$ cat src/hdl/vaal_pkg.sv
package vaal_pkg;

    // Fixed point of the angle path: degrees with ANG_FRAC fractional bits.
    localparam int ANG_FRAC = 24;
    // Coordinates are moved up by PRESHIFT bits before the rotations.
    localparam int PRESHIFT = 30;
    localparam int VALUE_W = 17;
    // Accumulated angle, signed; the sum of all table entries stays below 2^31.
    localparam int Z_W = 32;
    // Clamped first-quadrant angle, 0 to 90 degrees, unsigned.
    localparam int ANG_W = 31;
    // Angle after the quadrant fold and rounding offset, signed.
    localparam int R_W = 35;
    localparam int ATAN_N = 32;

    localparam logic signed [Z_W-1:0] Z_90 = 32'sd1509949440;

    // Quadrant offsets with the half-LSB rounding term already folded in.
    localparam logic signed [R_W-1:0] RND_HALF = 35'sd8388608;
    localparam logic signed [R_W-1:0] RND_M180 = -35'sd3011510272;
    localparam logic signed [R_W-1:0] RND_M360 = -35'sd6031409152;

    // atan(2^-i) in degrees, scaled by 2^ANG_FRAC.
    localparam logic signed [Z_W-1:0] ATAN_DEG [ATAN_N] = '{
        32'sd754974720, 32'sd445687602, 32'sd235489088, 32'sd119537938,
        32'sd60000934,  32'sd30029717,  32'sd15018523,  32'sd7509720,
        32'sd3754917,   32'sd1877466,   32'sd938734,    32'sd469367,
        32'sd234684,    32'sd117342,    32'sd58671,     32'sd29335,
        32'sd14668,     32'sd7334,      32'sd3667,      32'sd1833,
        32'sd917,       32'sd458,       32'sd229,       32'sd115,
        32'sd57,        32'sd29,        32'sd14,        32'sd7,
        32'sd4,         32'sd2,         32'sd1,         32'sd0
    };

    // Control that travels alongside the data in every stage.
    typedef struct packed {
        logic vld;
        logic func;
        logic zero;
        logic dx_neg;
        logic dy_neg;
        logic dy_zero;
    } t_flags;

endpackage

$ cat src/hdl/vaal_stage.sv
module vaal_stage #(
    parameter int CW   = 15,
    parameter int STEP = 0
) (
    input  logic                                    i_clk,
    input  logic                                    i_rst_n,
    input  vaal_pkg::t_flags                        i_flags,
    input  logic signed [CW+vaal_pkg::PRESHIFT+2:0] i_x,
    input  logic signed [CW+vaal_pkg::PRESHIFT+2:0] i_y,
    input  logic signed [vaal_pkg::Z_W-1:0]         i_z,
    input  logic [2*CW+1:0]                         i_n,
    input  logic [CW+3:0]                           i_rem,
    input  logic [CW:0]                             i_root,
    output vaal_pkg::t_flags                        o_flags,
    output logic signed [CW+vaal_pkg::PRESHIFT+2:0] o_x,
    output logic signed [CW+vaal_pkg::PRESHIFT+2:0] o_y,
    output logic signed [vaal_pkg::Z_W-1:0]         o_z,
    output logic [2*CW+1:0]                         o_n,
    output logic [CW+3:0]                           o_rem,
    output logic [CW:0]                             o_root
);
    localparam int XY_W = CW + vaal_pkg::PRESHIFT + 3;
    localparam int SQ = CW + 1;
    localparam int REM_W = SQ + 3;
    localparam int N_W = 2 * SQ;

    vaal_pkg::t_flags          r_flags;
    logic signed [XY_W-1:0]    r_x, r_y, n_x, n_y, xs, ys;
    logic signed [vaal_pkg::Z_W-1:0] r_z, n_z;
    logic [N_W-1:0]            r_n;
    logic [REM_W-1:0]          r_rem, n_rem;
    logic [SQ-1:0]             r_root, n_root;

    // One vectoring rotation: drive y toward zero.
    assign xs = i_x >>> STEP;
    assign ys = i_y >>> STEP;

    always_comb begin
        if (!i_y[XY_W-1]) begin
            n_x = i_x + ys;
            n_y = i_y - xs;
            n_z = i_z + vaal_pkg::ATAN_DEG[STEP];
        end else begin
            n_x = i_x - ys;
            n_y = i_y + xs;
            n_z = i_z - vaal_pkg::ATAN_DEG[STEP];
        end
    end

    // One digit of the square root, while digits of n remain.
    generate
        if (STEP < SQ) begin : g_sqrt
            logic [REM_W-1:0] cur, trial;
            assign cur   = {i_rem[REM_W-3:0], i_n[N_W-1-2*STEP -: 2]};
            assign trial = REM_W'({i_root, 2'b01});
            always_comb begin
                if (cur >= trial) begin
                    n_rem  = cur - trial;
                    n_root = {i_root[SQ-2:0], 1'b1};
                end else begin
                    n_rem  = cur;
                    n_root = {i_root[SQ-2:0], 1'b0};
                end
            end
        end else begin : g_hold
            assign n_rem  = i_rem;
            assign n_root = i_root;
        end
    endgenerate

    always_ff @(posedge i_clk) begin
        if (!i_rst_n) begin
            r_flags.vld <= 1'b0;
        end else begin
            r_flags.vld <= i_flags.vld;
        end
        r_flags.func    <= i_flags.func;
        r_flags.zero    <= i_flags.zero;
        r_flags.dx_neg  <= i_flags.dx_neg;
        r_flags.dy_neg  <= i_flags.dy_neg;
        r_flags.dy_zero <= i_flags.dy_zero;
        r_x    <= n_x;
        r_y    <= n_y;
        r_z    <= n_z;
        r_n    <= i_n;
        r_rem  <= n_rem;
        r_root <= n_root;
    end

    assign o_flags = r_flags;
    assign o_x     = r_x;
    assign o_y     = r_y;
    assign o_z     = r_z;
    assign o_n     = r_n;
    assign o_rem   = r_rem;
    assign o_root  = r_root;

endmodule

$ cat config.mk
export PLATFORM = sky130hd
export DESIGN_NAME = vaal_stage
export DESIGN_NICKNAME = d
export VERILOG_FILES = /design/src/hdl/vaal_pkg.sv /design/src/hdl/vaal_stage.sv
export SDC_FILE = /design/constraint.sdc
export NUM_CORES = 1
export LEC_CHECK = 0
export BUFFER_PORTS_ARGS = -buffer_cell sky130_fd_sc_hd__buf_2
export CORE_MARGIN = 3
export CORE_UTILIZATION = 58
export CTS_CLUSTER_DIAMETER = 30
export CTS_CLUSTER_SIZE = 25
export DETAILED_ROUTE_END_ITERATION = 10
export PLACE_DENSITY_LB_ADDON = 0.15
export SLEW_MARGIN = 15
export SYNTH_ARGS = -nofsm -noshare
export SYNTH_HDL_FRONTEND = slang
export SYNTH_SLANG_ARGS = --single-unit
$ cat constraint.sdc
create_clock -name i_clk -period 7.4 [get_ports i_clk]
set_clock_uncertainty 0.15 [all_clocks]
set_input_delay 1.11 -clock i_clk [delete_from_list [all_inputs] [get_ports i_clk]]
set_output_delay 1.11 -clock i_clk [all_outputs]
set_load 0.03 [all_outputs]
## Yosys cells after proc, flatten, opt, wreduce, memory -nomap -nowiden

Index checks and enable logic that the tools add are counted.

- Bits in registers: 201
- Bits in latches: 0
- RAM bits: 0
- Memory bits (read-only): 0
- Input bits: 203
- Output and inout port bits: 201
- Logic and storage cells: 24
- Memories: 0

- Add/sub/neg operators: 6
- $mul: 0
- Div/mod/pow operators: 0
- $lt $le $gt $ge: 1
- Eq/ne operators: 0
- Shifts and indexed selects: 0
- Mux-type cells: 5
- Bitwise gates (word level): 0
- Reductions and logical operators: 0

Operators by type and width:

| operator | count |
|---|---|
| 2-to-1 mux 48 bit | 2 |
| subtractor 48 bit | 2 |
| adder 48 bit | 1 |
| adder 32 x 31 -> 32 bit (second input constant) | 1 |
| 2-to-1 mux 32 bit | 1 |
| subtractor 32 x 31 -> 32 bit (second input constant) | 1 |
| greater-or-equal comparator 19 x 18 -> 1 bit | 1 |
| 2-to-1 mux 19 bit | 1 |
| subtractor 19 x 18 -> 19 bit | 1 |
| 2-to-1 mux 1 bit | 1 |

## Logic depth before layout (Yosys ltp)

- Depth after elaboration: 2
- Depth in mapped cells: 13
- Depth with buffers taken out: 13

## Worst setup path after synthesis

Ideal clock, no wire load.

- Kind: input port to flip-flop
- Start: input port i_x[0] in the netlist's numbering
- End: register r_x[44] (netlist: o_x[44])
- Library setup time: 0.130 ns
- Arrival: 3.414 ns
- Required time: 7.120 ns
- Path slack: 3.706 ns
- Stages on the path: 12
- Path buffers: 0
- Path through: ha_1 > fa_1 > nor2b_1 > o21ai_0 > a211oi_1 > nor3_1 > a21oi_1 > a211oi_2 > o21ai_1 > a31oi_1 > o22ai_1 > xnor2_1

- Longest elaborated chain between the ends: 2

RTL lines:

| element | line | source |
|---|---|---|
| start, declared | vaal_stage.sv:8 | `input logic signed [CW+vaal_pkg::PRESHIFT+2:0] i_x,` |
| adder 48 bit or subtractor 48 bit (tied branches) | vaal_stage.sv:40, vaal_stage.sv:44 |  |
| 2-to-1 mux 48 bit (*) | vaal_stage.sv:39 | `if (!i_y[XY_W-1]) begin` |
| via n_x[44] | vaal_stage.sv:28 | `logic signed [XY_W-1:0] r_x, r_y, n_x, n_y, xs, ys;` |
| end signal, assigned | vaal_stage.sv:82 | `r_x <= n_x;` |
| end, declared | vaal_stage.sv:28 |  |

The timed path passes the listed nets; every way through them passes the cells marked *.
A chain may end at the register's enable or synchronous reset.

## Worst setup path in the final report

- Start: input port i_x[22] in the netlist's numbering
- End: register r_y[35] (netlist: o_y[35])

- Longest elaborated chain between the ends: 2

RTL lines:

| element | line | source |
|---|---|---|
| subtractor 48 bit or adder 48 bit (tied branches) | vaal_stage.sv:41, vaal_stage.sv:45 |  |
| 2-to-1 mux 48 bit (*) | vaal_stage.sv:39 |  |
| via n_y[35] | vaal_stage.sv:28 |  |
| end signal, assigned | vaal_stage.sv:83 | `r_y <= n_y;` |
| end, declared | vaal_stage.sv:28 |  |

Marked as above.

==> metrics.md <==
| Metric | Value |
|---|---|
| Routed Antenna Nets | 0 |
| Vias | 14800 |
| Crit-path cells | buf_2 -> inv_1 -> ha_1 -> clkinv_1 -> a21oi_1 -> o31ai_1 -> a21oi_1 -> o2111ai_1 -> a311oi_1 -> o21bai_1 -> a41oi_1 -> o21ai_0 -> xnor2_1 |
| Post-CTS setup buffers | 0 |
| Sink Count | 200 |
| Net count after synthesis | 2125 |
| Total core area | 23700 um^2 |
| Initial DRT Pass Iterations | 6 |
| GPL Wtd Cong | 1.06 |
| Worst slew margin | 28.4% |
| Multi-input combinational cell area | 9080 um^2 |
| Post-synthesis cell count | 1753 |
| WL final | 52900 um |
| Final Hold Viols | 0 |
| Sequential share of the synthesized area | 28.4% |
| GRT Total Usage | 38.2% |
| Critical path's top delay family | compound AO/OA/AOI/OAI gates |
| Max-cap violations | 0 |
| Synth cell types | 84 |
| Io pins | 404 |
| Residual DRC count | 0 |
| P_leak | 8.13 nW |
| Hold_buf cts | 0 |
| Clk pin slew, worst setup/hold paths | 100 ps |
| Crit Path Max Fanout | 15 |
| Initial DRC Count | 1785 |
| Synth area leader | dfxtp_1 |
| Reg area | 4000 um^2 |
| First-pass GRT wire length | 78700 um |
| CTS max path bufs | 2 |
| Worst slew pin tran | 1070 ps |
| Post-synthesis instance area | 14100 um^2 |
| RSZ-0062 raised after global routing | no |
| DR WL/cell | 21.6 um |
| Vias in the first global route | 14200 |
| Setup Total Neg Slack | 0 ps |
| Post-layout nets | 2480 |
| Initial antenna violation count | 12 |
| Crit path capture type | flip-flop |
| Min-delay src | i_n[14] |
| Crit Path Class | primary input to flip-flop |
| Post-synth EDFFs | 0 |
| Final setup viols | 0 |
| Ys async rst share | 0% |
| Power density over cell area | 235 nW/um^2 |
| Worst path bufs/invs | 3 |
| Hold Path Depth | 1 |
| Req. time, crit path | 7570 ps |
| Highest-delay cell along the critical path | a311oi_1 |
| DIE WIDTH | 162 um |
| Synth area leaders | dfxtp_1 28%, ha_1 15%, a21oi_1 8.0% |
| Syn Area/Cell | 8.03 um^2 |
| GRT Residual Overflow | 0 |
| CTS resizes | 0 |
| Worst min path class | primary input to flip-flop |
| Max frequency | 215 MHz |
| Final instance count without filler cells | 2451 |
| Post-route clock period utilization | 62.9% |
| Final slew viol count | 0 |
| Sink of the worst hold path | o_n[14] |
| Setup WS post-layout | 2750 ps |
| Vias/cell | 6.04 |
| Most frequent cells after synthesis | 226 x a21oi_1, 200 x dfxtp_1, 176 x inv_1 |
| Crit-path max cell delay | 660 ps |
| Final HPWL DP | 41900 um |
| Status | finished clean |
| Port Buffers | 401 |
| Largest net degree at the start of global routing | 97 |
| CP arrival | 4820 ps |
| Initial Util | 59.4% |
| Ys flop type | dfxtp_1 |
| Critical path startpoint category | primary input |
| Area growth syn-to-layout | 20.0% |
| Count leader, synth | a21oi_1 |
| FP Rows | 56 |
| Crit path top cell by count | a21oi_1 |
| Final Critical Period | 4650 ps |
| Cells after DPL | 2408 |
| Seq cells post-synth | 200 |
| CTS root buf | clkbuf_16 |
| Yosys warning count | 0 |
| Die height | 162 um |
| Filler cell count in the final layout | 1961 |
| Num CTS Buffers | 17 |
| CTS tree | yes |
| Worst VDD drop | 0.215 mV |
| Die ar. | 26200 um^2 |
| Share of cells above drive strength 1 | 23.2% |
| Post-synth top area share | 28.4% |
| Number of H-tree levels | 4 |
| Post-Place Setup Slack | 2470 ps |
-- registers in the layout, indices dropped and copies added (netlist names) --
name,cells
o_flags,6
o_n,32
o_rem,19
o_root,16
o_x,48
o_y,47
o_z,32
-- how the worst max path moves through the flow --
stage / startpoint / end / cells after the start
5_1_grt: i_x[22] / o_x[35] / 13
4_1_cts: i_x[22] / o_y[35] / 13
6_report: i_x[22] / o_y[35] / 13
3_3_place_gp: i_x[22] / o_y[35] / 13
2_1_floorplan: i_x[0] / o_x[44] / 12
3_5_place_dp: i_x[22] / o_y[35] / 13
-- kinds of logic after synthesis --
group           count (synthesis)  share of synthesized area (%)
compound gates                584                           26.1
mux                            27                           2.01
buf+inv                       248                           7.02
fa+ha+maj                     169                           15.2
flops                         200                           28.4
xor+xnor                      115                           7.15
simple gates                  410                           14.0
-- through the flow --
step	total power [mW]	area [um^2]	util [%]	hold slack, ps
after floorplan	2.40	14100	-	988
after global placement	2.88	16200	68.4	1060
after detailed placement	2.90	16200	68.4	1060
after CTS	3.95	16900	71.2	583
after global routing	4.12	16900	71.3	580
final	3.98	16900	71.3	584
-- placed cells by master (no fill, tap or decap), drive strengths merged, types with 14 or more instances in the layout --
master	netlist	layout
xor2	14	14
nor4	19	19
inv	177	186
xnor2	101	101
a21o	34	34
nor3	40	40
mux2i	23	23
a21oi	235	235
ha	165	165
nand3	21	21
o21ai	123	123
clkbuf	33	17
nand2	90	90
o21bai	43	43
buf	36	405
nor2b	21	21
a211oi	17	17
nor2	138	138
o31ai	21	21
nand4	23	23
dfxtp	200	200
-- cell type report --
class                      instances  area share [%]
clock buffer                      17            2.52
inverter                         179            3.98
clock inverter                    15            1.39
timing repair buffer             405            12.1
antenna                           11           0.163
tap                              319            2.36
sequential                       200            23.7
multi-input combinational       1305            53.8
-- report_power, final --
group,internal [mW],leakage (nW),switching (mW)
Combinational,0.503,6.13,1.11
Sequential,1.26,1.69,0.0463
Clock,0.485,0.317,0.573
-- metal layers --
metal	GRT usage, %	up-vias	routed length, um
li1	-	6837	-
met1	45.9	6885	20200
met2	62.8	881	24500
met3	8.06	196	4810
met4	23.3	6	3310
met5	0	-	38
Power figures use the tool's default switching activity.
