## src/hdl/vaal_pkg.sv

```systemverilog
package vaal_pkg;

    // Fixed point of the angle path: degrees with ANG_FRAC fractional bits.
    localparam int ANG_FRAC = 24;
    // Coordinates are moved up by PRESHIFT bits before the rotations.
    localparam int PRESHIFT = 30;
    localparam int VALUE_W = 17;
    // Accumulated angle, signed; the sum of all table entries stays below 2^31.
    localparam int Z_W = 32;
    // Clamped first-quadrant angle, 0 to 90 degrees, unsigned.
    localparam int ANG_W = 31;
    // Angle after the quadrant fold and rounding offset, signed.
    localparam int R_W = 35;
    localparam int ATAN_N = 32;

    localparam logic signed [Z_W-1:0] Z_90 = 32'sd1509949440;

    // Quadrant offsets with the half-LSB rounding term already folded in.
    localparam logic signed [R_W-1:0] RND_HALF = 35'sd8388608;
    localparam logic signed [R_W-1:0] RND_M180 = -35'sd3011510272;
    localparam logic signed [R_W-1:0] RND_M360 = -35'sd6031409152;

    // atan(2^-i) in degrees, scaled by 2^ANG_FRAC.
    localparam logic signed [Z_W-1:0] ATAN_DEG [ATAN_N] = '{
        32'sd754974720, 32'sd445687602, 32'sd235489088, 32'sd119537938,
        32'sd60000934,  32'sd30029717,  32'sd15018523,  32'sd7509720,
        32'sd3754917,   32'sd1877466,   32'sd938734,    32'sd469367,
        32'sd234684,    32'sd117342,    32'sd58671,     32'sd29335,
        32'sd14668,     32'sd7334,      32'sd3667,      32'sd1833,
        32'sd917,       32'sd458,       32'sd229,       32'sd115,
        32'sd57,        32'sd29,        32'sd14,        32'sd7,
        32'sd4,         32'sd2,         32'sd1,         32'sd0
    };

    // Control that travels alongside the data in every stage.
    typedef struct packed {
        logic vld;
        logic func;
        logic zero;
        logic dx_neg;
        logic dy_neg;
        logic dy_zero;
    } t_flags;

endpackage

```

## src/hdl/vaal_back.sv

```systemverilog
module vaal_back #(
    parameter int CW = 15
) (
    input  logic                                i_clk,
    input  logic                                i_rst_n,
    input  vaal_pkg::t_flags                    i_flags,
    input  logic signed [vaal_pkg::Z_W-1:0]     i_z,
    input  logic [CW+3:0]                       i_rem,
    input  logic [CW:0]                         i_root,
    output logic                                o_valid,
    output logic signed [vaal_pkg::VALUE_W-1:0] o_value
);
    localparam int SQ = CW + 1;
    localparam int REM_W = SQ + 3;
    localparam int R_W = vaal_pkg::R_W;

    // Stage A: clamp the angle to 0..90 degrees and round the distance.
    vaal_pkg::t_flags             r_flags;
    logic [vaal_pkg::ANG_W-1:0]   r_a, n_a;
    logic [SQ:0]                  r_dist, n_dist;

    always_comb begin
        if (i_z[vaal_pkg::Z_W-1]) begin
            n_a = '0;
        end else if (i_z > vaal_pkg::Z_90) begin
            n_a = vaal_pkg::ANG_W'(vaal_pkg::Z_90);
        end else begin
            n_a = i_z[vaal_pkg::ANG_W-1:0];
        end
        // The remainder n - root^2 exceeds root exactly when n lies above root + 1/2 squared.
        n_dist = (SQ+1)'(i_root) + (SQ+1)'(i_rem > REM_W'(i_root));
    end

    always_ff @(posedge i_clk) begin
        if (!i_rst_n) begin
            r_flags.vld <= 1'b0;
        end else begin
            r_flags.vld <= i_flags.vld;
        end
        r_flags.func    <= i_flags.func;
        r_flags.zero    <= i_flags.zero;
        r_flags.dx_neg  <= i_flags.dx_neg;
        r_flags.dy_neg  <= i_flags.dy_neg;
        r_flags.dy_zero <= i_flags.dy_zero;
        r_a    <= n_a;
        r_dist <= n_dist;
    end

    // Stage B: fold into -360..0, round half up, pick the result.
    logic                  lower, neg_a;
    logic signed [R_W-1:0] ae, cst, sum, shifted;
    logic signed [vaal_pkg::VALUE_W-1:0] n_value;

    assign ae    = $signed(R_W'(r_a));
    assign lower = r_flags.dy_neg || (r_flags.dy_zero && !r_flags.dx_neg);

    always_comb begin
        if (lower) begin
            neg_a = !r_flags.dx_neg;
            cst   = r_flags.dx_neg ? vaal_pkg::RND_M180 : vaal_pkg::RND_HALF;
        end else begin
            neg_a = r_flags.dx_neg;
            cst   = r_flags.dx_neg ? vaal_pkg::RND_M180 : vaal_pkg::RND_M360;
        end
        sum     = (neg_a ? -ae : ae) + cst;
        shifted = sum >>> vaal_pkg::ANG_FRAC;
        if (r_flags.zero) begin
            n_value = '0;
        end else if (r_flags.func) begin
            n_value = $signed(vaal_pkg::VALUE_W'(r_dist));
        end else begin
            n_value = shifted[vaal_pkg::VALUE_W-1:0];
        end
    end

    always_ff @(posedge i_clk) begin
        if (!i_rst_n) begin
            o_valid <= 1'b0;
        end else begin
            o_valid <= r_flags.vld;
        end
        o_value <= n_value;
    end

endmodule

```

## config.mk

```make
export PLATFORM = sky130hd
export DESIGN_NAME = vaal_back
export DESIGN_NICKNAME = d
export VERILOG_FILES = /design/src/hdl/vaal_pkg.sv /design/src/hdl/vaal_back.sv
export SDC_FILE = /design/constraint.sdc
export NUM_CORES = 1
export LEC_CHECK = 0
export ABC_AREA = 1
export BUFFER_PORTS_ARGS = -buffer_cell sky130_fd_sc_hd__buf_2
export CAP_MARGIN = 15
export CELL_PAD_IN_SITES_DETAIL_PLACEMENT = 0
export CELL_PAD_IN_SITES_GLOBAL_PLACEMENT = 1
export CORE_ASPECT_RATIO = 1.75
export CORE_MARGIN = 2
export CORE_UTILIZATION = 25
export DETAILED_ROUTE_END_ITERATION = 7
export GPL_TIMING_DRIVEN = 0
export PLACE_DENSITY = 0.64
export RECOVER_POWER = 50
export SETUP_SLACK_MARGIN = 0.05
export SLEW_MARGIN = 20
export SYNTH_ARGS = -nofsm -noshare
export SYNTH_HDL_FRONTEND = slang
export SYNTH_SLANG_ARGS = --single-unit
```

## constraint.sdc

```tcl
create_clock -name i_clk -period 5.15 [get_ports i_clk]
set_input_delay 0 -clock i_clk [delete_from_list [all_inputs] [get_ports i_clk]]
set_output_delay 0 -clock i_clk [all_outputs]
set_load 0.02 [all_outputs]
```

Word level (Yosys, flattened, before mapping). Cells that the tools add are included.

Output and inout bits: 18. Register bits after elaboration: 72. Logic and storage cells: 27. Input port bits: 75.

Reduce and logical (&&, ||, !) cells: 4. $lt $le $gt $ge: 2. Mux-type cells: 7. Add/subtract/negate cells: 3.

Operators by type and width (count): $mux W35 (3); $add A35 B35 Y35 (1); $neg A31 Y35 (1); $mux W33 (1); $gt A32 B32 Y1 const B (1); $mux W31 (1); $gt A19 B16 Y1 (1); $add A16 B1 Y17 (1); $mux W17 (1); $reduce_or A2 Y1 (1); $logic_and A1 B1 Y1 (1); $logic_not A1 Y1 (1); $logic_or A1 B1 Y1 (1); $mux W1 (1).

Logic depth before layout (Yosys ltp).
Depth after elaboration: 7. Mapped depth: 22. Mapped depth without buffers: 22.

Worst setup path before layout. OpenSTA, ideal clock, no wires.

Kind: flip-flop to flip-flop. Start: register r_flags[2] (netlist bit). End: register o_value[10] (netlist bit). Stages on the path, launching flop included: 21. Data required time: 5.080 ns. Library setup time: 0.070 ns. Path buffers: 1. Arrival time: 3.078 ns. Clock period less this slack: 3.148 ns. Setup slack: 2.002 ns. Cells stage by stage: dfxtp_1 -> inv_2 -> a21oi_1 -> inv_2 -> ha_1 -> inv_1 -> clkbuf_1 -> o21ai_0 -> xor2_1 -> ha_1 -> a21oi_1 -> inv_1 -> a21oi_1 -> inv_1 -> nand2_1 -> nor2_2 -> nor2_2 -> nand2_1 -> nand2_2 -> nand3_4 -> a21oi_2.

Word-level cells in the longest chain between the ends: 7. Elaborated cells on any way between the ends: 10. Those cells by class: add/sub: 1; mux: 6; reduce/logical: 3.

Ends and longest elaborated chain: start: declaration (RTL line vaal_back.sv:18) `vaal_pkg::t_flags r_flags;`; $logic_not A1 Y1 (RTL line vaal_back.sv:55, vaal_back.sv:59); $logic_and A1 B1 Y1 (RTL line vaal_back.sv:55) `assign lower = r_flags.dy_neg || (r_flags.dy_zero && !r_flags.dx_neg);`; $logic_or A1 B1 Y1 (RTL line vaal_back.sv:55); $mux W1 (RTL line vaal_back.sv:58) `if (lower) begin`; $mux W35 (RTL line vaal_back.sv:65) `sum = (neg_a ? -ae : ae) + cst;`; $add A35 B35 Y35 (*) (RTL line vaal_back.sv:65); $mux W17 (*) (RTL line vaal_back.sv:69) `end else if (r_flags.func) begin`; end signal: assignment (RTL line vaal_back.sv:82) `o_value <= n_value;`; end: declaration (RTL line vaal_back.sv:11) `output logic signed [vaal_pkg::VALUE_W-1:0] o_value`.

Mark *: on every way between the ends. The rest lies on a longest branch, timed or not. A chain may end at the register's enable or synchronous reset.

Worst setup path after layout.
Start: register r_flags[2] (netlist bit). End: register o_value[16] (netlist bit).

Same word-level chain as after synthesis.

==> impl_metrics.json <==
{
  "dr_total_vias": 3749,
  "critPathRequiredTime_ns": 5.41,
  "first_global_vias": 3817,
  "detail-route-antenna-nets": 0,
  "powerDensity_nw_per_um2": 316.5,
  "fin_skew_ns": 0.006148,
  "syn-num-nets": 641,
  "antenna_found_initial": 0,
  "path_class": "reg2reg",
  "overflow": 0,
  "placed_cell_area_um2": 4579,
  "synth_edf_count": 0,
  "ys_types": 34,
  "fin_nets": 800,
  "cts.repair.resized": 0,
  "rsz0062_at_grt": "no",
  "place_hpwl_um": 8213,
  "start_kind": "register",
  "syn_avg_cell_area_um2": 7.210,
  "die-area_um2": 16600,
  "postCtsHoldBufs": 56,
  "io-pin-count": 93,
  "core-area_um2": 15310,
  "numCtsBuffers": 9,
  "outcome": "completed",
  "row_count": 60,
  "synthCells": 539,
  "grt_pass1_wl_um": 16720,
  "via_per_inst": 4.222,
  "vdd_ir_drop_max_uv": 122.0,
  "setup_violations": 0,
  "worstPathMaxFanout": 10,
  "finalInstanceArea_um2": 5473,
  "cts_sinks": 72,
  "critPathCaptureType": "register",
  "cts_tree": "yes",
  "yosysSeqAreaShare": 0.3709,
  "finalPower_mw": 1.732,
  "ys_ff_latch": 72,
  "first_pass_iters": 4,
  "synthArstFlopShare": 0,
  "insertion_delay_ns": 0.33,
  "area_growth_pct": 40.82,
  "cts.clk_slew.worst_paths_ns": 0.06,
  "p_leak_nw": 2.754,
  "synth_top_family_by_area": "simple AND/OR/NAND/NOR gates",
  "initial_core_util": 0.2538,
  "ys.flop_type": "dfxtp_1",
  "min_path_type": "in2reg",
  "holdWs_ns": 0.01435,
  "synth-simple-area-share": 0.3232,
  "cts.path.max_buffers": 2,
  "n_fill_cell": 1667,
  "portBuffers": 92,
  "synth_adder_area_share": 0.08693,
  "drt_iter0_markers": 71,
  "die_h_um": 168.9,
  "die_x_um": 98.25,
  "drcViolationCount": 0,
  "grt_use_total": 0.1256,
  "fin_setup_tns_ns": 0,
  "slew_headroom": 0.5644,
  "yosysWarnings": 0,
  "drive_gt1_frac": 0.1980,
  "synth_compound_area_frac": 0.07373,
  "antenna_cells": 0,
  "max_freq_mhz": 268.2,
  "arrival_ns": 3.99,
  "cts_root_buffer": "clkbuf_16",
  "syn_area_um2": 3886,
  "synth_mux_area_frac": 0,
  "slew_violations": 0,
  "fin_crit_sh": 0.7241,
  "synth-xor-area-share": 0.04282,
  "tightest_slew_ns": 0.6534,
  "cts_htree_levels": 3,
  "gp_congestion": 0.8345,
  "wl_per_cell_um": 11.62,
  "grt_max_degree": 13,
  "finalHoldViolCount": 0,
  "routed_wl_um": 10320,
  "cap_violations": 0,
  "post_cts_buffers": 0,
  "min_period_ns": 3.729
}
-- sequential cells by signal (all words and copies together), names as in the netlist --
register	cells
o_value	17
r_flags	6
r_a	31
r_dist	17
o_valid	1
-- logic make-up (layout without fill, tap and decap cells) --
kind of cell | Yosys count | count (layout)
AO/OA/AOI/OAI | 48 | 48
XOR/XNOR | 19 | 19
adder cells (fa/ha/maj) | 27 | 27
buffers and inverters | 106 | 269
flip-flops | 72 | 72
AND/OR/NAND/NOR | 267 | 267
-- cell type report --
cell class	instances	area, um2	share of cell area
buffer	7	26.28	0.004801
clock buffer	9	225.2	0.04115
clock inverter	6	132.6	0.02423
inverter	99	371.6	0.06790
multi-input combinational	361	2047	0.3740
sequential	72	1441	0.2634
tap	186	232.7	0.04252
timing repair buffer	148	996.0	0.1820
-- path summary, 6_finish.rpt --
path / start / end / slack (ns) / cells past startpoint
max: r_flags[2]$_DFF_P_ / o_value[16]$_SDFF_PP0_ / 1.42 / 20
min: i_root[8] / r_dist[8]$_DFF_P_ / 0.01 / 3
max reg2reg: r_flags[2]$_DFF_P_ / o_value[16]$_SDFF_PP0_ / 1.42 / 20
min reg2reg: r_flags[5]$_SDFF_PN0_ / o_valid$_SDFF_PN0_ / 0.42 / 2
-- power breakdown --
part | total, mW | internal (mW) | switching (mW)
clock | 0.747 | 0.518 | 0.229
sequential | 0.620 | 0.600 | 0.0208
combinational | 0.365 | 0.151 | 0.213
total | 1.73 | 1.27 | 0.463
-- critical path: stages (launching register included) --
cell and delay [ns]:
dfxtp_1 0.48, inv_2 0.10, a21oi_1 0.22, inv_2 0.09, ha_1 0.34, inv_1 0.12
clkbuf_1 0.34, o21ai_0 0.21, xor2_1 0.19, ha_1 0.34, a21oi_1 0.20, inv_1 0.08
a21oi_1 0.18, inv_1 0.06, nand2_1 0.11, nor2_2 0.05, nor2_2 0.12, nand2_1 0.08
nand2_2 0.07, nand3_4 0.14, a21oi_2 0.15
-- stage by stage --
stage               std cells  utilization  worst slack (ns)
floorplan                 539            -             2.002
global placement          817       0.2990             1.445
detailed placement        817       0.2990             1.374
CTS                       888       0.3590             1.357
global route              888       0.3574            0.9700
finish                    888       0.3574             1.421
-- layout by cell type, fill, tap and decap left out, types with 2 or more instances in the layout --
master / Yosys / final
a21oi_1: 19 / 19
a21oi_2: 7 / 7
a22oi_1: 2 / 2
buf_2: 0 / 72
bufinv_16: 0 / 4
clkbuf_1: 6 / 26
clkbuf_16: 0 / 9
dfxtp_1: 72 / 72
dlygate4sd3_1: 0 / 56
ha_1: 27 / 27
inv_1: 93 / 93
inv_2: 6 / 6
nand2_1: 88 / 88
nand2_2: 8 / 8
nand2_4: 3 / 3
nand3_1: 23 / 23
nand3_2: 5 / 5
nand3b_1: 2 / 2
nand4_1: 12 / 12
nor2_1: 93 / 93
nor2_2: 17 / 17
nor2_4: 2 / 2
nor3_1: 5 / 5
nor3_2: 2 / 2
nor4_1: 4 / 4
o21a_1: 2 / 2
o21ai_0: 12 / 12
o21ai_1: 2 / 2
xnor2_1: 3 / 3
xor2_1: 16 / 16
-- synth_stat cells (6+ instances only) --
cell	number	area (um2)
a21oi_1	19	95.09
a21oi_2	7	61.31
clkbuf_1	6	22.52
dfxtp_1	72	1441
ha_1	27	337.8
inv_1	93	349.1
inv_2	6	22.52
nand2_1	88	330.3
nand2_2	8	50.05
nand3_1	23	115.1
nand4_1	12	75.07
nor2_1	93	349.1
nor2_2	17	106.4
o21ai_0	12	60.06
xor2_1	16	140.1
-- routing by layer --
layer	GRT usage	part of all wire	up-vias	wire length (um)
met5	0	0	-	0
met4	0.05420	0.027	0	276
met3	0.02353	0.035	18	364
met2	0.2647	0.58	76	6024
met1	0.1104	0.35	1652	3651
li1	-	-	2003	-
(Power assumes the default switching activity.)
