File: src/hdl/vaal_pkg.sv
package vaal_pkg;

    // Fixed point of the angle path: degrees with ANG_FRAC fractional bits.
    localparam int ANG_FRAC = 24;
    // Coordinates are moved up by PRESHIFT bits before the rotations.
    localparam int PRESHIFT = 30;
    localparam int VALUE_W = 17;
    // Accumulated angle, signed; the sum of all table entries stays below 2^31.
    localparam int Z_W = 32;
    // Clamped first-quadrant angle, 0 to 90 degrees, unsigned.
    localparam int ANG_W = 31;
    // Angle after the quadrant fold and rounding offset, signed.
    localparam int R_W = 35;
    localparam int ATAN_N = 32;

    localparam logic signed [Z_W-1:0] Z_90 = 32'sd1509949440;

    // Quadrant offsets with the half-LSB rounding term already folded in.
    localparam logic signed [R_W-1:0] RND_HALF = 35'sd8388608;
    localparam logic signed [R_W-1:0] RND_M180 = -35'sd3011510272;
    localparam logic signed [R_W-1:0] RND_M360 = -35'sd6031409152;

    // atan(2^-i) in degrees, scaled by 2^ANG_FRAC.
    localparam logic signed [Z_W-1:0] ATAN_DEG [ATAN_N] = '{
        32'sd754974720, 32'sd445687602, 32'sd235489088, 32'sd119537938,
        32'sd60000934,  32'sd30029717,  32'sd15018523,  32'sd7509720,
        32'sd3754917,   32'sd1877466,   32'sd938734,    32'sd469367,
        32'sd234684,    32'sd117342,    32'sd58671,     32'sd29335,
        32'sd14668,     32'sd7334,      32'sd3667,      32'sd1833,
        32'sd917,       32'sd458,       32'sd229,       32'sd115,
        32'sd57,        32'sd29,        32'sd14,        32'sd7,
        32'sd4,         32'sd2,         32'sd1,         32'sd0
    };

    // Control that travels alongside the data in every stage.
    typedef struct packed {
        logic vld;
        logic func;
        logic zero;
        logic dx_neg;
        logic dy_neg;
        logic dy_zero;
    } t_flags;

endpackage

File: src/hdl/vaal_front.sv
module vaal_front #(
    parameter int CW = 15
) (
    input  logic                            i_clk,
    input  logic                            i_rst_n,
    input  logic                            i_vld,
    input  logic                            i_func,
    input  logic [CW-1:0]                   i_x_start,
    input  logic [CW-1:0]                   i_y_start,
    input  logic [CW-1:0]                   i_x_end,
    input  logic [CW-1:0]                   i_y_end,
    output vaal_pkg::t_flags                o_flags,
    output logic signed [CW+vaal_pkg::PRESHIFT+2:0] o_x,
    output logic signed [CW+vaal_pkg::PRESHIFT+2:0] o_y,
    output logic [2*CW+1:0]                 o_n
);
    localparam int XY_W = CW + vaal_pkg::PRESHIFT + 3;
    localparam int N_W = 2 * CW + 2;

    // Stage 1: coordinate differences.
    logic              r_vld1, r_func1;
    logic signed [CW:0] r_dx, r_dy;
    logic signed [CW:0] n_dx, n_dy;

    assign n_dx = $signed({i_x_end[CW-1], i_x_end}) - $signed({i_x_start[CW-1], i_x_start});
    assign n_dy = $signed({i_y_end[CW-1], i_y_end}) - $signed({i_y_start[CW-1], i_y_start});

    always_ff @(posedge i_clk) begin
        if (!i_rst_n) begin
            r_vld1 <= 1'b0;
        end else begin
            r_vld1 <= i_vld;
        end
        r_func1 <= i_func;
        r_dx    <= n_dx;
        r_dy    <= n_dy;
    end

    // Stage 2: magnitudes, squares and quadrant flags.
    vaal_pkg::t_flags r_flags2, n_flags2;
    logic [CW-1:0]    r_ax2, r_ay2, n_ax, n_ay;
    logic [CW:0]      abs_dx, abs_dy;
    logic [2*CW-1:0]  r_sqx, r_sqy;

    assign abs_dx = r_dx[CW] ? (CW+1)'(-r_dx) : r_dx;
    assign abs_dy = r_dy[CW] ? (CW+1)'(-r_dy) : r_dy;
    assign n_ax = abs_dx[CW-1:0];
    assign n_ay = abs_dy[CW-1:0];

    always_comb begin
        n_flags2.vld     = r_vld1;
        n_flags2.func    = r_func1;
        n_flags2.zero    = (r_dx == '0) && (r_dy == '0);
        n_flags2.dx_neg  = r_dx[CW];
        n_flags2.dy_neg  = r_dy[CW];
        n_flags2.dy_zero = (r_dy == '0);
    end

    always_ff @(posedge i_clk) begin
        if (!i_rst_n) begin
            r_flags2.vld <= 1'b0;
        end else begin
            r_flags2.vld <= n_flags2.vld;
        end
        r_flags2.func    <= n_flags2.func;
        r_flags2.zero    <= n_flags2.zero;
        r_flags2.dx_neg  <= n_flags2.dx_neg;
        r_flags2.dy_neg  <= n_flags2.dy_neg;
        r_flags2.dy_zero <= n_flags2.dy_zero;
        r_ax2 <= n_ax;
        r_ay2 <= n_ay;
        r_sqx <= (2*CW)'(n_ax) * (2*CW)'(n_ax);
        r_sqy <= (2*CW)'(n_ay) * (2*CW)'(n_ay);
    end

    // Stage 3: sum of squares; magnitudes pass on to the rotations.
    vaal_pkg::t_flags r_flags3;
    logic [CW-1:0]    r_ax3, r_ay3;
    logic [N_W-1:0]   r_n;

    always_ff @(posedge i_clk) begin
        if (!i_rst_n) begin
            r_flags3.vld <= 1'b0;
        end else begin
            r_flags3.vld <= r_flags2.vld;
        end
        r_flags3.func    <= r_flags2.func;
        r_flags3.zero    <= r_flags2.zero;
        r_flags3.dx_neg  <= r_flags2.dx_neg;
        r_flags3.dy_neg  <= r_flags2.dy_neg;
        r_flags3.dy_zero <= r_flags2.dy_zero;
        r_ax3 <= r_ax2;
        r_ay3 <= r_ay2;
        r_n   <= N_W'(r_sqx) + N_W'(r_sqy);
    end

    assign o_flags = r_flags3;
    assign o_n     = r_n;
    assign o_x     = $signed(XY_W'({r_ax3, {vaal_pkg::PRESHIFT{1'b0}}}));
    assign o_y     = $signed(XY_W'({r_ay3, {vaal_pkg::PRESHIFT{1'b0}}}));

endmodule

File: config.mk
export PLATFORM = sky130hd
export DESIGN_NAME = vaal_front
export DESIGN_NICKNAME = d
export VERILOG_FILES = /design/src/hdl/vaal_pkg.sv /design/src/hdl/vaal_front.sv
export SDC_FILE = /design/constraint.sdc
export NUM_CORES = 1
export LEC_CHECK = 0
export ABC_CLOCK_PERIOD_IN_PS = 16700
export BUFFER_PORTS_ARGS = -buffer_cell sky130_fd_sc_hd__buf_2
export CORE_MARGIN = 2
export CORE_UTILIZATION = 45
export DETAILED_ROUTE_END_ITERATION = 16
export GPL_TIMING_DRIVEN = 0
export PLACE_DENSITY = 0.7
export SLEW_MARGIN = 20
export SYNTH_ARGS = -nofsm -noshare
export SYNTH_HDL_FRONTEND = slang
export SYNTH_SLANG_ARGS = --single-unit
File: constraint.sdc
create_clock -name i_clk -period 16.7 [get_ports i_clk]
set_clock_uncertainty 0.05 [all_clocks]
set_input_delay 3.34 -clock i_clk [delete_from_list [all_inputs] [get_ports i_clk]]
set_output_delay 3.34 -clock i_clk [all_outputs]
set_load 0.1 [all_outputs]
# After elaboration in Yosys (flattened, before gate mapping)
# Index checks and enable logic that the tools add are counted.
classes:
  addsub: 5
  multipliers: 2
  mux: 2
  n_reduce_logical: 3
op_table:
  columns: ["operator", "count"]
  rows:
  - ["15-bit by 15-bit multiplier with 30-bit output", 2]
  - ["16-bit zero test", 2]
  - ["15-bit by 15-bit subtractor with 16-bit output", 2]
  - ["30-bit by 30-bit adder with 31-bit output", 1]
  - ["15-bit 2-to-1 mux", 2]
  - ["15-bit negation", 2]
  - ["1-bit logical AND", 1]
totals:
  regBits: 197
  out_inout_bits: 134
  elab_cells: 35

# Logic depth before layout (Yosys ltp)
# Gate-level depths: netlist (run 1).
depth:
  depth_word: 3
  ltp_mapped: 31
  mapped_depth_nobuf: 29

# Least setup slack after synthesis (run 1)
# Ideal clock, no wire load.
synth_path:
  kind: "register to register"
  startpoint: "reg r_dx[0]"
  endpoint: "reg r_sqx[23]"
  setup_ns: 0.072
  arrival_ns: 7.419
  required_ns: 16.578
  slack_ns: 9.159
  path_stages_with_launch: 30
  n_path_buf: 2
  synth_period_minus_slack_ns: 7.541
  cell_sequence: "dfxtp_1 clkbuf_1 clkinv_1 ha_1 nand2_1 or3_1 clkbuf_1 o21ai_0 xor2_1 clkinv_1 nand2_1 inv_1 fa_1 inv_1 fa_1 inv_1 fa_1 fa_1 fa_1 inv_1 fa_1 inv_1 ha_1 and2_1 a221o_1 a31oi_1 o21a_1 o21ai_0 a211oi_1 xnor2_1"
synth_between:
  elab_chain_cells: 3
synth_lines:
  columns: ["item", "line_no", "source"]
  rows:
  - ["start: declaration", "vaal_front.sv:22", "logic signed [CW:0] r_dx, r_dy;"]
  - ["start signal: assignment", "vaal_front.sv:35", "r_dx <= n_dx;"]
  - ["15-bit negation", "vaal_front.sv:45", "assign abs_dx = r_dx[CW] ? (CW+1)'(-r_dx) : r_dx;"]
  - ["15-bit 2-to-1 mux (*)", "vaal_front.sv:45", null]
  - ["15-bit by 15-bit multiplier with 30-bit output (*)", "vaal_front.sv:72", "r_sqx <= (2*CW)'(n_ax) * (2*CW)'(n_ax);"]
  - ["end signal: assignment", "vaal_front.sv:72", null]
  - ["end: declaration", "vaal_front.sv:43", "logic [2*CW-1:0] r_sqx, r_sqy;"]
# Every way passes the cells marked *; elsewhere a longest branch is shown, timed or not.
# A chain may end at the register's enable or synchronous reset.

# Worst setup path in the final report (run 1)
layout_path:
  startpoint: "reg r_dy[0]"
  endpoint: "reg r_sqy[29]"
layout_between:
  elab_chain_cells: 3
layout_lines:
  columns: ["item", "line_no", "source"]
  rows:
  - ["start: declaration", "vaal_front.sv:22", null]
  - ["start signal: assignment", "vaal_front.sv:36", "r_dy <= n_dy;"]
  - ["15-bit negation", "vaal_front.sv:46", "assign abs_dy = r_dy[CW] ? (CW+1)'(-r_dy) : r_dy;"]
  - ["15-bit 2-to-1 mux", "vaal_front.sv:46", null]
  - ["net abs_dy[10]", "vaal_front.sv:42", "logic [CW:0] abs_dx, abs_dy;"]
  - ["15-bit by 15-bit multiplier with 30-bit output", "vaal_front.sv:73", "r_sqy <= (2*CW)'(n_ay) * (2*CW)'(n_ay);"]
  - ["end signal: assignment", "vaal_front.sv:73", null]
  - ["end: declaration", "vaal_front.sv:43", null]
# The timed path passes the listed nets, and every way through them passes these cells.

==> results of run 1 <==
==> placed cells by master, fill, tap and decap left out, types with 16 or more instances in the layout <==
cell         n
clkbuf_1    28
dfxtp_1    193
ha_1       239
fa_1       273
a21o_1      45
nand3_1     17
nor2b_1     20
a21oi_1     81
conb_1      67
xnor2_1     83
nor3_1      16
nor2_1     154
clkbuf_16   17
inv_1      448
nand2_1    164
xor2_1      44
buf_2      131
o21ai_0     46
buf_4       67
==> cells by family after synthesis <==
kind of cell / count (synthesis) / share of synthesized area, %
AOI/OAI and AO/OA: 271 / 9.06
xor gates and xnor gates: 131 / 5.99
adders and majority gates: 512 / 43.2
buffers and inverters: 553 / 11.9
DFF: 193 / 19.7
muxes: 3 / 0.173
other: 1 / 0.0192
and+or+nand+nor: 437 / 9.92
==> worst max-delay path by stage <==
stage | cells past startpoint | to | from
floorplan | 29 | r_sqx[23] | r_dx[0]
global placement | 29 | r_sqx[23] | r_dx[0]
detailed placement | 29 | r_sqx[23] | r_dx[0]
CTS | 29 | r_sqx[23] | r_dx[0]
global route | 29 | r_sqx[23] | r_dx[0]
finish | 28 | r_sqy[29] | r_dy[0]
==> per-stage QoR <==
step,std cells,worst slack (ns)
CTS,2914,7.20
global route,2914,6.62
finish,2914,7.11
floorplan,2167,9.16
global placement,2882,7.37
detailed placement,2882,7.26
==> registers in the layout (all words and copies together), names as in the netlist <==
name / cells
r_ax2: 14
r_sqy: 29
o_flags: 6
r_vld1: 1
r_ax3: 15
o_n: 31
r_ay2: 14
r_sqx: 29
r_dx: 16
r_flags2: 6
r_func1: 1
r_dy: 16
r_ay3: 15
==> layer usage <==
metal  up-vias  share of wire [%]
li1       6876                  -
met1      6961                 44
met2       385                 47
met3        60                6.4
met4         0                2.5
met5         -                  0
==> layout make-up <==
type	count	area (um2)	area share, %
multi-input combinational	1421	13700	62.5
timing repair buffer	130	651	2.98
clock inverter	14	191	0.876
inverter	457	1720	7.86
sequential	193	3860	17.7
buffer	96	613	2.81
tap	585	732	3.35
clock buffer	18	429	1.96
==> flow_summary.toml, run 1 <==
[run_status]
status = "complete, no violations"

[critical_path]
worstPathRequired_ns = 17.04
crit_path_end_kind = "flip-flop"
r2r-start = "r_dy[0]"
cpMaxStageDelayCell = "xor2_1"
path_class = "flip-flop to flip-flop"
reg2reg_setup_slack_ns = 7.11
r2r_cells = 28
r2r-end = "r_sqy[29]"
arrival_ns = 9.92
cp_num_buf_inv = 8
path_max_fanout = 11
cpPeakStageDelay_ns = 0.83
start_kind = "flip-flop"
crit_family = "adder cells"

[final_layout]
final_util_pct = 50.8
final_area_um2 = 21900
final_layout_size_suffix_gt1_share_pct = 10.8
nFillCells = 4053
n_antenna_cell = 0
area_delta_synth_final_pct = 11.6
nets = 2892

[clock_tree]
clk_latency_ns = 0.49
cts_sinks = 193
cts_buffers = 17
cts_hold_buf = 0
cts_root_buffer = "clkbuf_16"
clk_pin_slew_worst_paths_ns = 0.08
htreeDepth = 4
postCtsSetupBuffers = 0
cts_buffer_depth = 2
ctsResizeCount = 0
cts_tree = "built"

[sta]
rsz0062_at_grt = "false"
fmax_ghz = 0.104
setup_viol = 0
hold_violations = 0
period_share_pct = 57.4
finalCriticalPeriod_ns = 9.59
whs_ns = 0.273
tns_ns = 0
finalMaxSlewViolations = 0
slew_headroom_pct = 24.8
worst_slew_pin_slew_ns = 1.12

[route]
wl_um = 42400
detail_route.iter0.violations = 695
first_pass_iters = 5
via_per_inst = 4.90
remaining_drc_errors = 0
drtAntennaViolNets = 0
via_count = 14300
wire_per_inst_um = 14.5

[grt]
overflow = 0
grt_use_met3_pct = 4.36
grt.total_usage_pct = 19.7
antenna_found_initial = 0
grt_pass1_wl_um = 69500
grtUsageMet1_pct = 25.4
grt_busiest_layer = "met2"
met2_usage_pct = 32.4
grt_pass1_vias = 14800
grt_max_degree = 20

[run]
cap_viol_max_count = 0

[place]
io_buffers = 130
place_area_um2 = 21200
gp_congestion = 0.917
hpwl_um = 35600

[hold_path]
min_from = "r_ay2[11]"
hold_class = "flip-flop to flip-flop"
hold_end = "r_ay3[11]"
hold_depth = 0

[logic_synthesis]
yosysWarnings = 0
ys_top_cells_by_area = "fa_1 28%, dfxtp_1 20%, ha_1 15%"
synth-seq-cells = 193
yosysTopAreaCell = "fa_1"
synth_edf_count = 0
syn-mean-instance-area_um2 = 9.32
synth.most_common_cell = "inv_1"
netlist_area_um2 = 19600
synth_cell_types = 70
yosys-top-cells-count = "448 x inv_1, 273 x fa_1, 239 x ha_1"
ys.flop_type = "dfxtp_1"
syn_inst = 2101
ys_async_sr_fraction_pct = 0
synth_top_area_share_pct = 27.9
ys_seq_area_share_pct = 19.7

[floorplanning]
fp.dieH_um = 213
dieArea_um2 = 45200
start_util_pct = 45.6
die_w_um = 213
ios = 198
core_um2 = 43000
rows = 76
Power of run 1 is not shown: default switching activity piles up to over one toggle a cycle in this logic, so the estimate is an artifact.
==> run 2, diff against run 1 <==
- ABC_CLOCK_PERIOD_IN_PS: 16700 -> 8500
- PLACE_DENSITY: 0.7 -> 0.72
- clock period: 16.7 -> 8.5 ns (I/O delays scaled with it)
==> flow_summary.toml, run 2 (synthesis gave the netlist of run 1 again) <==
[run_status]
status = "complete, no violations"

[route]
met1Wirelength_um = 18100
wl_um = 42200
via_per_inst = 4.93
wl_met2_um = 20800
detail_route.iter0.violations = 701
met3_length_um = 2400
wire_per_inst_um = 14.4
remaining_drc_errors = 0
routed.top_layer = "met4"
via_count = 14400
first_pass_iters = 5
drtAntennaViolNets = 0

[critical_path]
crit_family = "adder cells"
cpMaxStageDelayCell = "xor2_2"
cpPeakStageDelay_ns = 0.56
crit_path_end_kind = "flip-flop"
arrival_ns = 8.51
start_kind = "flip-flop"
worstSetupPathDepth = 25
path_class = "flip-flop to flip-flop"
crit_top_cell = "fa_1"
endpoint = "r_sqx[23]"
reg2reg_setup_slack_ns = 0.34
cp_num_buf_inv = 6
startpoint = "r_dx[8]"
worstPathRequired_ns = 8.85
r2r-end = "r_sqx[23]"
r2r_cells = 25
r2r-start = "r_dx[8]"
path_max_fanout = 10

[floorplanning]
ios = 198
rows = 76
dieArea_um2 = 45200
fp.dieH_um = 213
die_w_um = 213
core_um2 = 43000
start_util_pct = 45.6

[sta]
whs_ns = 0.279
setup_viol = 0
fmax_ghz = 0.123
tns_ns = 0
slew_headroom_pct = 39.3
worst_slew_pin_slew_ns = 0.905
hold_violations = 0
fin_ws_ns = 0.339
finalMaxSlewViolations = 0
period_share_pct = 96.0
finalCriticalPeriod_ns = 8.16

[final_layout]
final_util_pct = 51.4
final_cell_mix = "447 x inv_1, 273 x fa_1, 239 x ha_1"
final_common_cell = "inv_1"
n_antenna_cell = 0
largest_reg_flops = 31
multi_input_area_um2 = 13700
nets = 2904
final_layout_size_suffix_gt1_share_pct = 12.4
seq_area_um2 = 3870
nFillCells = 3942
area_delta_synth_final_pct = 12.8

[clock_tree]
cts_root_buffer = "clkbuf_16"
cts_buffers = 17
cts_sinks = 193
clk_latency_ns = 0.47
cts_hold_buf = 0
htreeDepth = 4
cts_buffer_depth = 2
cts_tree = "built"
clk_pin_slew_worst_paths_ns = 0.08

[grt]
grt_pass1_wl_um = 70000
overflow = 0
grt.total_usage_pct = 19.7
antenna_found_initial = 2
grt_pass1_vias = 15000
grt_max_degree = 22

[place]
io_buffers = 130
gp_congestion = 0.933
dp_slack_ns = -0.900
hpwl_um = 35300

[run]
cap_viol_max_count = 0

[hold_path]
hold_class = "flip-flop to flip-flop"
-- run 2: cell count changes in the layout (fill, tap and decap cells not counted), moves of 3 or more --
cell	before	now
xor2_1	44	37
buf_4	67	80
clkbuf_2	0	7
inv_6	4	1
clkinv_1	8	2
xor2_2	1	7
clkbuf_1	28	18
clkinv_8	3	6
clkinv_2	0	5
-- run 2: layout make-up --
class,instances,share of cell area [%]
Inverter,457,7.84
Clock buffer,17,1.93
Sequential cell,193,17.5
Buffer,94,2.78
Timing Repair Buffer,144,3.48
Multi-Input combinational cell,1421,62.2
Tap cell,585,3.31
Clock inverter,15,0.935
-- run 2: worst min-delay path by stage --
stage,endpoint,cells after the start,start,slack [ns]
final,r_ay3[12],0,r_ay2[12],0.28
after global routing,r_ay3[12],0,r_ay2[12],0.28
after CTS,r_ay3[12],0,r_ay2[12],0.28
after detailed placement,r_ay3[12],0,r_ay2[12],0.26
after global placement,o_flags[4],0,r_flags2[4],0.26
after floorplan,o_flags[0],0,r_flags2[0],0.26
-- run 2: worst reg2reg max path: stages, from the launching register on --
cell        delay, ns
dfxtp_1          0.33
or4_1            0.55
or2_1            0.27
o21ai_0          0.28
xor2_2           0.56
clkinvlp_4       0.47
nand2_1          0.21
inv_1            0.07
fa_1             0.48
inv_1            0.06
fa_1             0.52
inv_1            0.05
fa_1             0.48
fa_1             0.51
fa_1             0.49
inv_1            0.05
fa_1             0.48
inv_1            0.05
ha_1             0.32
and2_1           0.19
a221o_1          0.32
a31oi_1          0.33
o21a_1           0.32
o21ai_0          0.22
a211oi_1         0.29
xnor2_1          0.15
-- run 2: layer usage --
layer | vias to the layer above | track usage, %
met5 | - | 0
li1 | 6907 | -
met1 | 7072 | 25.3
met4 | 0 | 6.12
met2 | 380 | 33.9
met3 | 58 | 3.15
-- run 2: repair_timing --
action / 4_1_cts / 5_1_grt
pin swaps: 1 / 5
setup endpoints to repair: 31 / 19
resized for setup: 16 / 17
buffers inserted: 2 / 12
-- run 2: through the flow --
stage	instance area (um2)	instances
after floorplan	19800	2167
after CTS	21900	2915
final	22100	2926
after global placement	21200	2882
after global routing	22100	2926
after detailed placement	21200	2882
Power of run 2 is left out for the same reason.
